### src/rtl/fpll_pkg.sv
// ----------------------------------------------------------------------------
// fpll_pkg
// Shared types and fixed constants of the four-pole ladder low-pass filter.
// ----------------------------------------------------------------------------
`default_nettype none

package fpll_pkg;

	// configuration register widths
	localparam int POLE_GAIN_W = 17;
	localparam int POLE_FB_W   = 18;
	localparam int RES_GAIN_W  = 18;
	localparam int CFG_DATA_W  = 18;
	localparam int CFG_INDEX_W = 2;

	// coefficients as signed operands: one sign bit above the widest register
	localparam int COEF_W = 19;

	// serial digit of the multiplier and the divider
	localparam int DIGIT_W = 4;

	// divisor of the cubic soft clip term and the width of its remainder
	localparam int CLIP_DIVISOR = 6;
	localparam int CLIP_REM_W   = 3;

	// register indexes
	localparam logic [CFG_INDEX_W-1:0] REG_POLE_GAIN     = 2'd0;
	localparam logic [CFG_INDEX_W-1:0] REG_POLE_FEEDBACK = 2'd1;
	localparam logic [CFG_INDEX_W-1:0] REG_RES_GAIN      = 2'd2;
	localparam logic [CFG_INDEX_W-1:0] REG_INVERT        = 2'd3;

	// request to the serial multiplier
	typedef struct packed {
		logic start;
		logic state_op;   // state by state product, otherwise coefficient by state
	} mul_ctl_t;

endpackage

`default_nettype wire

### src/rtl/fpll_in_if.sv
// ----------------------------------------------------------------------------
// fpll_in_if
// Sample stream into the filter: valid/ready handshake with one sample.
// ----------------------------------------------------------------------------
`default_nettype none

interface fpll_in_if #(
	parameter int W = 24
);
	logic                valid;
	logic                ready;
	logic signed [W-1:0] sample_in;

	modport source (output valid, output sample_in, input ready);
	modport sink   (input valid, input sample_in, output ready);
endinterface

`default_nettype wire

### src/rtl/fpll_out_if.sv
// ----------------------------------------------------------------------------
// fpll_out_if
// Sample stream out of the filter: valid/ready handshake with one sample.
// ----------------------------------------------------------------------------
`default_nettype none

interface fpll_out_if #(
	parameter int W = 24
);
	logic                valid;
	logic                ready;
	logic signed [W-1:0] sample_out;

	modport source (output valid, output sample_out, input ready);
	modport sink   (input valid, input sample_out, output ready);
endinterface

`default_nettype wire

### src/rtl/fpll_dmul.sv
// ----------------------------------------------------------------------------
// fpll_dmul
// Digit-serial signed multiplier, one 4-bit digit of the serial operand per
// cycle, least significant first; result floored by a fixed fraction shift.
// ----------------------------------------------------------------------------
`default_nettype none

module fpll_dmul #(
	parameter int AW     = 36,
	parameter int BW     = 32,
	parameter int RW     = 41,
	parameter int CDIG   = 5,
	parameter int SDIG   = 8,
	parameter int CSHIFT = 16,
	parameter int SSHIFT = 27
) (
	input  wire                     clk,
	input  wire                     arst_n,
	input  wire fpll_pkg::mul_ctl_t ctl,
	input  wire logic signed [AW-1:0] mcand,
	input  wire logic signed [BW-1:0] mplier,
	output logic                    done,
	output logic signed [RW-1:0]    prod
);

	localparam int DW  = fpll_pkg::DIGIT_W;
	localparam int CW  = $clog2(BW / DW + 1);
	localparam int CPW = AW + 1 + DW * CDIG;
	localparam int SPW = AW + 1 + DW * SDIG;

	logic signed [AW-1:0] a_q;
	logic [BW-1:0]        b_q;
	logic signed [AW:0]   hi_q;
	logic [BW-1:0]        lo_q;
	logic [CW-1:0]        left_q;
	logic                 state_op_q;
	logic                 busy_q;
	logic                 done_q;

	logic                 last;
	logic signed [DW:0]   dig;
	logic signed [AW+DW:0] pp;
	logic signed [AW+DW:0] psum;
	logic signed [CPW-1:0] pc;
	logic signed [SPW-1:0] ps;

	assign last = (left_q == CW'(1));
	// top digit of the sign-extended operand carries the sign
	assign dig  = last ? {b_q[DW-1], b_q[DW-1:0]} : {1'b0, b_q[DW-1:0]};
	assign pp   = (AW+DW+1)'(a_q) * (AW+DW+1)'(dig);
	assign psum = (AW+DW+1)'(hi_q) + pp;

	always_ff @(posedge clk or negedge arst_n) begin
		if (!arst_n) begin
			busy_q <= 1'b0;
			done_q <= 1'b0;
			left_q <= '0;
		end else begin
			done_q <= 1'b0;
			if (ctl.start) begin
				busy_q <= 1'b1;
				left_q <= ctl.state_op ? CW'(SDIG) : CW'(CDIG);
			end else if (busy_q) begin
				left_q <= left_q - CW'(1);
				if (last) begin
					busy_q <= 1'b0;
					done_q <= 1'b1;
				end
			end
		end
	end

	always_ff @(posedge clk) begin
		if (ctl.start) begin
			a_q        <= mcand;
			b_q        <= mplier;
			hi_q       <= '0;
			state_op_q <= ctl.state_op;
		end else if (busy_q) begin
			hi_q <= psum[AW+DW:DW];
			lo_q <= {psum[DW-1:0], lo_q[BW-1:DW]};
			b_q  <= b_q >> DW;
		end
	end

	// low product bits have collected at the top of lo_q
	assign pc   = {hi_q, lo_q[BW-1 -: DW*CDIG]};
	assign ps   = {hi_q, lo_q[BW-1 -: DW*SDIG]};
	assign prod = state_op_q ? RW'(ps >>> SSHIFT) : RW'(pc >>> CSHIFT);
	assign done = done_q;

`ifndef SYNTHESIS
	a_start_idle: assert property (@(posedge clk) disable iff (!arst_n)
		ctl.start |-> !busy_q)
		else $error("multiplier started while busy");

	a_last_done: assert property (@(posedge clk) disable iff (!arst_n)
		(busy_q && last && !ctl.start) |=> (done_q && !busy_q))
		else $error("multiplier missed its final digit");
`endif

endmodule

`default_nettype wire

### src/rtl/fpll_div6.sv
// ----------------------------------------------------------------------------
// fpll_div6
// Digit-serial floor division by the clip divisor, one 4-bit digit per cycle,
// most significant first, for the cubic soft clip term.
// ----------------------------------------------------------------------------
`default_nettype none

module fpll_div6 #(
	parameter int N = 41
) (
	input  wire                      clk,
	input  wire                      arst_n,
	input  wire                      start,
	input  wire logic signed [N-1:0] dividend,
	output logic                     done,
	output logic signed [N-1:0]      quotient
);

	localparam int DW  = fpll_pkg::DIGIT_W;
	localparam int RMW = fpll_pkg::CLIP_REM_W;
	localparam int TW  = RMW + DW;
	localparam int WD  = (N + RMW + DW - 1) / DW;
	localparam int WW  = WD * DW;
	localparam int CW  = $clog2(WD + 1);

	logic [WW-1:0]  w_q;
	logic [RMW-1:0] r_q;
	logic [CW-1:0]  left_q;
	logic           busy_q;
	logic           done_q;

	logic [RMW-1:0] offs;
	logic [TW-1:0]  step;

	// one radix-16 digit: remainder below the divisor, so the digit quotient fits 4 bits
	function automatic logic [TW-1:0] div_digit(input logic [TW-1:0] t);
		logic [TW-1:0] rem;
		logic [DW-1:0] qd;
		rem = t;
		qd  = '0;
		for (int i = DW - 1; i >= 0; i--) begin
			if (rem >= TW'(fpll_pkg::CLIP_DIVISOR << i)) begin
				rem   = rem - TW'(fpll_pkg::CLIP_DIVISOR << i);
				qd[i] = 1'b1;
			end
		end
		return {qd, rem[RMW-1:0]};
	endfunction

	// adding divisor * 2^N keeps the dividend positive; the low N quotient bits are the floor
	assign offs = dividend[N-1] ? RMW'(fpll_pkg::CLIP_DIVISOR - 1) :
		RMW'(fpll_pkg::CLIP_DIVISOR);
	assign step = div_digit({r_q, w_q[WW-1 -: DW]});

	always_ff @(posedge clk or negedge arst_n) begin
		if (!arst_n) begin
			busy_q <= 1'b0;
			done_q <= 1'b0;
			left_q <= '0;
		end else begin
			done_q <= 1'b0;
			if (start) begin
				busy_q <= 1'b1;
				left_q <= CW'(WD);
			end else if (busy_q) begin
				left_q <= left_q - CW'(1);
				if (left_q == CW'(1)) begin
					busy_q <= 1'b0;
					done_q <= 1'b1;
				end
			end
		end
	end

	always_ff @(posedge clk) begin
		if (start) begin
			w_q <= WW'({offs, dividend});
			r_q <= '0;
		end else if (busy_q) begin
			w_q <= {w_q[WW-DW-1:0], step[TW-1:RMW]};
			r_q <= step[RMW-1:0];
		end
	end

	assign done     = done_q;
	assign quotient = w_q[N-1:0];

endmodule

`default_nettype wire

### src/rtl/four_pole_ladder_lowpass_core.sv
// ----------------------------------------------------------------------------
// four_pole_ladder_lowpass_core
// Four-pole ladder low-pass filter with resonance feedback and cubic soft clip.
// ----------------------------------------------------------------------------
// Usage:
//   samples  : valid/ready stream of signed Q0.23 input samples
//   filtered : valid/ready stream of signed Q0.23 output samples, one per input
//   cfg_*    : write port for pole gain, pole feedback, resonance gain and
//              output inversion; write only while no sample is in flight
// Every sample runs nine coefficient products, two cube products and a
// division by six through one digit-serial multiplier and one digit-serial
// divider, 4 bits per cycle. One sample is worked on at a time, and the
// input is ready again only once the result has been stored in the output
// register. The output register lets the next sample be taken while the
// last result still waits; if it is still full when a new result is
// ready, the block holds until the receiver takes it. Reset clears all
// stage state and the registers, and empties the output.
// ----------------------------------------------------------------------------
`default_nettype none

module four_pole_ladder_lowpass_core #(
	parameter int SAMPLE_WIDTH   = 24,
	parameter int COEF_FRAC_BITS = 16,
	parameter int STATE_WIDTH    = 32
) (
	input  wire                                        clk,
	input  wire                                        arst_n,
	fpll_in_if.sink                                    samples,
	fpll_out_if.source                                 filtered,
	input  wire                                        cfg_en,
	input  wire logic [fpll_pkg::CFG_INDEX_W-1:0]      cfg_index,
	input  wire logic [fpll_pkg::CFG_DATA_W-1:0]       cfg_data
);

	localparam int SF   = STATE_WIDTH - 5;
	localparam int SPF  = SAMPLE_WIDTH - 1;
	localparam int SHU  = (SF >= SPF) ? 0 : SPF - SF;
	localparam int SHD  = (SF >= SPF) ? SF - SPF : 0;
	localparam int IW   = SAMPLE_WIDTH + SHD;
	localparam int OW   = STATE_WIDTH + 1 + SHU;
	// the square of the most negative state needs one bit above STATE_WIDTH+4
	localparam int AW   = STATE_WIDTH + 5;
	localparam int CDIG = (fpll_pkg::COEF_W + fpll_pkg::DIGIT_W - 1) / fpll_pkg::DIGIT_W;
	localparam int SDIG = (STATE_WIDTH + fpll_pkg::DIGIT_W - 1) / fpll_pkg::DIGIT_W;
	localparam int NDIG = (CDIG > SDIG) ? CDIG : SDIG;
	localparam int BW   = NDIG * fpll_pkg::DIGIT_W;
	localparam int RW   = STATE_WIDTH + 9;

	localparam logic [2:0] ST_IDLE  = 3'd0;
	localparam logic [2:0] ST_ISSUE = 3'd1;
	localparam logic [2:0] ST_WAIT  = 3'd2;
	localparam logic [2:0] ST_DIV   = 3'd3;
	localparam logic [2:0] ST_DONE  = 3'd4;

	// product sequence: resonance, then gain/feedback pairs per stage, then the square and the cube
	localparam logic [3:0] OP_RESON  = 4'd0;
	localparam logic [3:0] OP_SQUARE = 4'd9;
	localparam logic [3:0] OP_CUBE   = 4'd10;

	localparam logic [1:0] LAST_STAGE = 2'd3;

	logic [fpll_pkg::POLE_GAIN_W-1:0]      pole_gain_q;
	logic signed [fpll_pkg::POLE_FB_W-1:0] pole_fb_q;
	logic [fpll_pkg::RES_GAIN_W-1:0]       res_gain_q;
	logic                                  invert_q;

	logic signed [STATE_WIDTH-1:0] stage_out_q [4];
	logic signed [STATE_WIDTH-1:0] prev_in_q [4];

	logic [2:0]                     state_q;
	logic [3:0]                     op_q;
	logic                           ov_q;
	logic signed [STATE_WIDTH-1:0]  s_q;
	logic signed [STATE_WIDTH-1:0]  cur_q;
	logic signed [RW-1:0]           part_q;
	logic signed [STATE_WIDTH-1:0]  res_q;
	logic signed [SAMPLE_WIDTH-1:0] sample_out_q;

	fpll_pkg::mul_ctl_t             mul_ctl;
	logic signed [AW-1:0]           mul_a;
	logic signed [BW-1:0]           mul_b;
	logic                           mul_done;
	logic signed [RW-1:0]           mul_prod;
	logic                           div_start;
	logic                           div_done;
	logic signed [RW-1:0]           div_q;

	logic [3:0]                     op_m1;
	logic [1:0]                     sec;
	logic                           gain_op;
	logic                           fb_op;
	logic signed [STATE_WIDTH:0]    sum_in;
	logic signed [IW-1:0]           in_wide;
	logic signed [STATE_WIDTH-1:0]  in_conv;
	logic signed [STATE_WIDTH-1:0]  x_new;
	logic signed [STATE_WIDTH-1:0]  sec_new;
	logic signed [STATE_WIDTH-1:0]  clip_new;
	logic signed [STATE_WIDTH:0]    v_sgn;
	logic signed [OW-1:0]           v_wide;
	logic [OW-SAMPLE_WIDTH:0]       v_top;
	logic signed [SAMPLE_WIDTH-1:0] out_sat;
	logic                           accept;
	logic                           out_load;

	function automatic logic signed [STATE_WIDTH-1:0] sat_state(
		input logic signed [RW:0] v
	);
		logic [RW-STATE_WIDTH+1:0] top;
		top = v[RW:STATE_WIDTH-1];
		if (&top || ~|top)
			return v[STATE_WIDTH-1:0];
		return {v[RW], {(STATE_WIDTH-1){~v[RW]}}};
	endfunction

	assign accept   = samples.valid && samples.ready;
	assign out_load = (state_q == ST_DONE) && (!ov_q || filtered.ready);

	assign op_m1   = op_q - 4'd1;
	assign sec     = op_m1[2:1];
	assign gain_op = op_q[0] && (op_q < OP_SQUARE);
	assign fb_op   = !op_q[0] && (op_q != OP_RESON) && (op_q < OP_SQUARE);
	assign sum_in  = (STATE_WIDTH+1)'(cur_q) + (STATE_WIDTH+1)'(prev_in_q[sec]);

	// input sample into state format
	always_comb begin
		in_wide = IW'(samples.sample_in);
		in_wide = in_wide <<< SHD;
		in_wide = in_wide >>> SHU;
		in_conv = STATE_WIDTH'(in_wide);
	end

	assign x_new    = sat_state((RW+1)'(s_q) - (RW+1)'(mul_prod));
	assign sec_new  = sat_state((RW+1)'(part_q) - (RW+1)'(mul_prod));
	assign clip_new = sat_state((RW+1)'(cur_q) - (RW+1)'(div_q));

	// clipped last stage into sample format
	always_comb begin
		v_sgn  = invert_q ? -(STATE_WIDTH+1)'(res_q) : (STATE_WIDTH+1)'(res_q);
		v_wide = OW'(v_sgn);
		v_wide = v_wide <<< SHU;
		v_wide = v_wide >>> SHD;
		v_top  = v_wide[OW-1:SAMPLE_WIDTH-1];
		if (&v_top || ~|v_top)
			out_sat = v_wide[SAMPLE_WIDTH-1:0];
		else
			out_sat = {v_wide[OW-1], {(SAMPLE_WIDTH-1){~v_wide[OW-1]}}};
	end

	// operand selection for the shared multiplier
	always_comb begin
		mul_a = AW'(stage_out_q[LAST_STAGE]);
		mul_b = BW'(res_gain_q);
		if (op_q == OP_SQUARE) begin
			mul_a = AW'(cur_q);
			mul_b = BW'(cur_q);
		end else if (op_q == OP_CUBE) begin
			mul_a = AW'(part_q);
			mul_b = BW'(cur_q);
		end else if (gain_op) begin
			mul_a = AW'(sum_in);
			mul_b = BW'(pole_gain_q);
		end else if (fb_op) begin
			mul_a = AW'(stage_out_q[sec]);
			mul_b = BW'(pole_fb_q);
		end
	end

	assign mul_ctl.start    = (state_q == ST_ISSUE);
	assign mul_ctl.state_op = (op_q >= OP_SQUARE);
	assign div_start        = (state_q == ST_WAIT) && mul_done && (op_q == OP_CUBE);

	fpll_dmul #(
		.AW     (AW),
		.BW     (BW),
		.RW     (RW),
		.CDIG   (CDIG),
		.SDIG   (SDIG),
		.CSHIFT (COEF_FRAC_BITS),
		.SSHIFT (SF)
	) u_dmul (
		.clk    (clk),
		.arst_n (arst_n),
		.ctl    (mul_ctl),
		.mcand  (mul_a),
		.mplier (mul_b),
		.done   (mul_done),
		.prod   (mul_prod)
	);

	fpll_div6 #(
		.N (RW)
	) u_div6 (
		.clk      (clk),
		.arst_n   (arst_n),
		.start    (div_start),
		.dividend (mul_prod),
		.done     (div_done),
		.quotient (div_q)
	);

	always_ff @(posedge clk or negedge arst_n) begin
		if (!arst_n) begin
			state_q     <= ST_IDLE;
			op_q        <= OP_RESON;
			ov_q        <= 1'b0;
			pole_gain_q <= '0;
			pole_fb_q   <= '0;
			res_gain_q  <= '0;
			invert_q    <= 1'b0;
			for (int i = 0; i < 4; i++) begin
				stage_out_q[i] <= '0;
				prev_in_q[i]   <= '0;
			end
		end else begin
			if (cfg_en) begin
				case (cfg_index)
					fpll_pkg::REG_POLE_GAIN: begin
						pole_gain_q <= cfg_data[fpll_pkg::POLE_GAIN_W-1:0];
					end
					fpll_pkg::REG_POLE_FEEDBACK: begin
						pole_fb_q <= cfg_data[fpll_pkg::POLE_FB_W-1:0];
					end
					fpll_pkg::REG_RES_GAIN: begin
						res_gain_q <= cfg_data[fpll_pkg::RES_GAIN_W-1:0];
					end
					fpll_pkg::REG_INVERT: begin
						invert_q <= cfg_data[0];
					end
					default: begin
					end
				endcase
			end

			// a new result refills the output in the cycle the old one leaves
			if (out_load)
				ov_q <= 1'b1;
			else if (filtered.ready)
				ov_q <= 1'b0;

			case (state_q)
				ST_IDLE: begin
					if (samples.valid) begin
						state_q <= ST_ISSUE;
						op_q    <= OP_RESON;
					end
				end
				ST_ISSUE: begin
					state_q <= ST_WAIT;
				end
				ST_WAIT: begin
					if (mul_done) begin
						if (op_q == OP_CUBE) begin
							state_q <= ST_DIV;
						end else begin
							op_q    <= op_q + 4'd1;
							state_q <= ST_ISSUE;
						end
						if (fb_op) begin
							prev_in_q[sec]   <= cur_q;
							stage_out_q[sec] <= sec_new;
						end
					end
				end
				ST_DIV: begin
					if (div_done) begin
						stage_out_q[LAST_STAGE] <= clip_new;
						state_q                 <= ST_DONE;
					end
				end
				ST_DONE: begin
					if (out_load) begin
						state_q <= ST_IDLE;
					end
				end
				default: begin
					state_q <= ST_IDLE;
				end
			endcase
		end
	end

	always_ff @(posedge clk) begin
		if (accept)
			s_q <= in_conv;
		if ((state_q == ST_WAIT) && mul_done) begin
			if (op_q == OP_RESON)
				cur_q <= x_new;
			else if (gain_op || (op_q == OP_SQUARE))
				part_q <= mul_prod;
			else if (fb_op)
				cur_q <= sec_new;
		end
		if ((state_q == ST_DIV) && div_done)
			res_q <= clip_new;
		if (out_load)
			sample_out_q <= out_sat;
	end

	assign samples.ready       = (state_q == ST_IDLE);
	assign filtered.valid      = ov_q;
	assign filtered.sample_out = sample_out_q;

`ifndef SYNTHESIS
	a_accept_starts: assert property (@(posedge clk) disable iff (!arst_n)
		accept |=> (state_q == ST_ISSUE) && (op_q == OP_RESON))
		else $error("accepted sample did not start the product sequence");

	a_mul_in_wait: assert property (@(posedge clk) disable iff (!arst_n)
		mul_done |-> (state_q == ST_WAIT))
		else $error("multiplier result arrived outside the wait state");

	a_div_in_div: assert property (@(posedge clk) disable iff (!arst_n)
		div_done |-> (state_q == ST_DIV))
		else $error("divider result arrived outside the divide state");
`endif

endmodule

`default_nettype wire

### src/flat_wrapper.sv
// flat-port wrapper written by rule: the top's interface ports become plain ports
module four_pole_ladder_lowpass_core_flat 
#(
	parameter int SAMPLE_WIDTH   = 24,
	parameter int COEF_FRAC_BITS = 16,
	parameter int STATE_WIDTH    = 32
)
  (clk, arst_n, cfg_en, cfg_index, cfg_data, samples_valid, samples_sample_in, samples_ready, filtered_valid, filtered_sample_out, filtered_ready);
  fpll_in_if #(.W((24))) samples_i ();
  fpll_out_if #(.W((24))) filtered_i ();
  input  wire clk;
  input  wire arst_n;
  input  wire cfg_en;
  input  wire logic [fpll_pkg::CFG_INDEX_W-1:0] cfg_index;
  input  wire logic [fpll_pkg::CFG_DATA_W-1:0] cfg_data;
  input wire logic [$bits(samples_i.valid)-1:0] samples_valid;
  input wire logic [$bits(samples_i.sample_in)-1:0] samples_sample_in;
  output wire logic [$bits(samples_i.ready)-1:0] samples_ready;
  output wire logic [$bits(filtered_i.valid)-1:0] filtered_valid;
  output wire logic [$bits(filtered_i.sample_out)-1:0] filtered_sample_out;
  input wire logic [$bits(filtered_i.ready)-1:0] filtered_ready;
  assign samples_i.valid = samples_valid;
  assign samples_i.sample_in = samples_sample_in;
  assign samples_ready = samples_i.ready;
  assign filtered_valid = filtered_i.valid;
  assign filtered_sample_out = filtered_i.sample_out;
  assign filtered_i.ready = filtered_ready;
  four_pole_ladder_lowpass_core #(.SAMPLE_WIDTH(SAMPLE_WIDTH), .COEF_FRAC_BITS(COEF_FRAC_BITS), .STATE_WIDTH(STATE_WIDTH)) u_core (.clk(clk), .arst_n(arst_n), .samples(samples_i), .filtered(filtered_i), .cfg_en(cfg_en), .cfg_index(cfg_index), .cfg_data(cfg_data));
endmodule
### config.mk
export PLATFORM = sky130hd
export DESIGN_NAME = four_pole_ladder_lowpass_core_flat
export DESIGN_NICKNAME = d
export VERILOG_FILES = /design/src/rtl/fpll_pkg.sv /design/src/rtl/fpll_in_if.sv /design/src/rtl/fpll_out_if.sv /design/src/rtl/fpll_dmul.sv /design/src/rtl/fpll_div6.sv /design/src/rtl/four_pole_ladder_lowpass_core.sv /design/src/flat_wrapper.sv
export SDC_FILE = /design/constraint.sdc
export NUM_CORES = 2
export LEC_CHECK = 0
export BUFFER_PORTS_ARGS = -buffer_cell sky130_fd_sc_hd__buf_2
export CAP_MARGIN = 20
export CORE_AREA = 2 2 340 342
export DETAILED_ROUTE_END_ITERATION = 10
export DIE_AREA = 0 0 342 344
export PLACE_DENSITY = 0.62
export SLEW_MARGIN = 25
export SYNTH_ARGS = -nofsm -noshare
export SYNTH_HDL_FRONTEND = slang
export SYNTH_SLANG_ARGS = --single-unit
### constraint.sdc
create_clock -name clk -period 8.1 [get_ports clk]
set_clock_uncertainty 0.1 [all_clocks]
set_input_delay 0.81 -clock clk [delete_from_list [all_inputs] [get_ports clk]]
set_output_delay 0.81 -clock clk [all_outputs]
set_load 0.005 [all_outputs]
==> metrics <==
Worst-Margin Slew=between 1000 and 1500 ps; core region area=approximately 0.11 mm^2; drt initial violations=3601; share of the yosys chip area belonging to registers=0.381; GPL Wtd Cong=approximately 0.98; H-Tree Depth=3; fmax=roughly 140 MHz; Die Span Y=around 340 um; synth cell count leaders=nand2_1, inv_1, nor2_1; synth top area cells=dfrtp_1, edfxtp_1, ha_1, fa_1, nand2_1; Rel. slew slack=0.236; die area=approximately 0.12 mm^2; pin count of the biggest net entering global routing=131; Yosys top cell by area=dfrtp_1; reg-to-reg startpoint=u_core.u_dmul.left_q[1]; Mapped Avg Cell Area=9.46 um^2; # IOs=75; Area Overhead vs Synth=10.1%; Synth top area share=0.183; fin. max-slew vios=0; Synth Register Bits=around 640; Total GRT Usage=0.242; crit path launch=u_core.u_dmul.left_q[1]; clk buf depth=3; cell area after layout=roughly 0.050 mm^2; fraction of layout cells with a size suffix above 1=0.111; CP arrival=approximately 7500 ps; worst endpoint required time=between 8000 and 9000 ps; Clock Tree Root=clkbuf_16; worst skew pair latency=670 ps; crit end category=flop; Placement Cell Area=between 0.04 and 0.05 mm^2; Via density=approximately 5.7; FF/Latch Area=~0.017 mm^2; worst slack, placed=1040 ps; mapped cell area=between 0.04 and 0.05 mm^2; antenna-violating nets left=0; Worst Setup Path Type=reg2reg; endpoints failing hold=0; largest fanout on the critical path=17; fin crit share=0.879; Port Buffer Count=74; synth warn=0; Tmin final=roughly 7100 ps; DR pass1 iterations=6; Final HPWL DP=106000 um; met3 wire len=between 9000 and 10000 um; wire per inst=between 20 and 25 um; clock sinks=around 640; outcome=finished, final reports clean; final setup margin=slightly below 1000 ps; grt total ovfl=0; uppermost layer routed=met4; Setup Buffers After CTS=0; Initial Util=0.397; top_reg_cell synth=dfrtp_1; Final Setup Violations=0; Nets=roughly 5.2k; number of flops mapped to enable cells by yosys=272; die width=342 um; routed vias=36.1k; M1 WL=65300 um; CTS buffer count=about 80; most common cell in the netlist=nand2_1; cts hold-fix bufs=0; Worst Hold Class=in2async; clock slew at reported path FFs=around 50 ps; DRC Markers=0; multi-input logic area=between 0.02 and 0.03 mm^2; Mapped Nets=~5.2k; Worst Setup Start Kind=flop; first-pass GRT wire length=218000 um; vias in the first global route=between 30k and 40k; Fin Setup TNS=0 ps; initial antenna violation count=7; WL final=about 140000 um; Synth Instances=4782; R2R depth=21; TritonCTS clock tree=yes; met2 WL=63200 um; RSZ-0062 raised after global routing=false; Synth cell types=~100; fillers=11.1k; Async S/R FF share, synth=0.513; max-cap violation count=0; post-CTS sizing=0; Row Count=about 120
==> critical path, cell delays in order, from the launching register on <==
cell and delay, ps:
dfrtp_1 370, inv_1 90, ha_1 170, nand3_1 550
or2_2 540, fa_1 450, fa_1 520, fa_1 440
fa_1 510, fa_1 420, nor2b_1 170, o31a_1 210
o211ai_1 190, a2111oi_0 720, nor2_1 270, o21ai_0 380
a211o_1 190, a21o_1 140, a21o_1 150, a41oi_1 150
xnor2_1 180, a21oi_1 80
==> registers in the layout (all words and copies together) (netlist names), 4 cells and up <==
signal and count:
u_core.u_dmul.hi_q 38, u_core.prev_in_q 128, u_core.part_q 41, u_core.res_q 32
u_core.u_dmul.a_q 37, u_core.u_dmul.lo_q 5, u_core.op_q 4, u_core.s_q 24
u_core.u_dmul.b_q 32, u_core.u_dmul.left_q 4, u_core.stage_out_q 128, u_core.pole_gain_q 17
u_core.u_div6.w_q 44, u_core.cur_q 32, u_core.pole_fb_q 18, u_core.res_gain_q 18
u_core.u_div6.left_q 4, u_core.filtered.sample_out 24
==> through the flow <==
stage	utilization	instances	hold slack [ps]
floorplan	-	4782	341
global placement	0.414	6181	354
detailed placement	0.414	6182	363
CTS	0.437	6325	79.1
global route	0.437	6328	119
finish	0.437	6329	81.2
==> cells by family after synthesis <==
| group | after synthesis | share of synthesized area |
|---|---|---|
| AND/OR/NAND/NOR | 1407 | 0.145 |
| AO/OA/AOI/OAI | 1233 | 0.172 |
| flip-flops | 643 | 0.381 |
| buffers and inverters | 623 | 0.0532 |
| adder cells (fa/ha/maj) | 400 | 0.136 |
| multiplexers | 278 | 0.0746 |
| XOR/XNOR | 198 | 0.0383 |
==> placed cells by master, fill, tap and decap left out, drive strengths merged, types with 19 or more instances in the layout <==
master    n
mux2i    91
clkbuf  111
o21a     36
clkinv   22
nor3     50
a21oi   353
a221oi   22
a21o     90
o21ai   336
dfrtp   330
o21bai   27
buf     140
inv     374
dfxtp    41
o211ai   49
nand3    77
nand4    31
ha      247
or3      19
and2    158
edfxtp  272
a31oi    61
nor2    357
fa      153
xor2     93
a211oi   63
nor2b    33
xnor2   105
mux4     32
o22ai    33
nand2   547
and3     25
nand2b   36
mux2    155
==> worst paths after layout <==
path	slack [ps]	end
min in group clk	230	u_core.s_q[17]
worst max-delay path	980	u_core.u_dmul.hi_q[37]
worst min register to register	370	u_core.prev_in_q[8]
worst min-delay path	80	u_core.res_gain_q[4]
max in group asynchronous	6280	u_core.stage_out_q[85]
worst max register to register	980	u_core.u_dmul.hi_q[37]
==> final cells by class <==
class                      instances  area share
multi-input combinational       3516       0.518
sequential                       643       0.346
clock buffer                     111      0.0446
tap                             1512      0.0380
inverter                         373      0.0281
timing repair buffer             140      0.0185
clock inverter                    32     0.00691
antenna                            2    0.000100
==> metal layers <==
layer / global-route usage / vias to the layer above
met5: 0 / -
met4: 0.0716 / 0
met3: 0.0352 / 213
met2: 0.373 / 1241
met1: 0.353 / 17900
li1: - / 16800
Power is not shown: default switching activity piles up to over one toggle a cycle in this logic, so the estimate is an artifact.
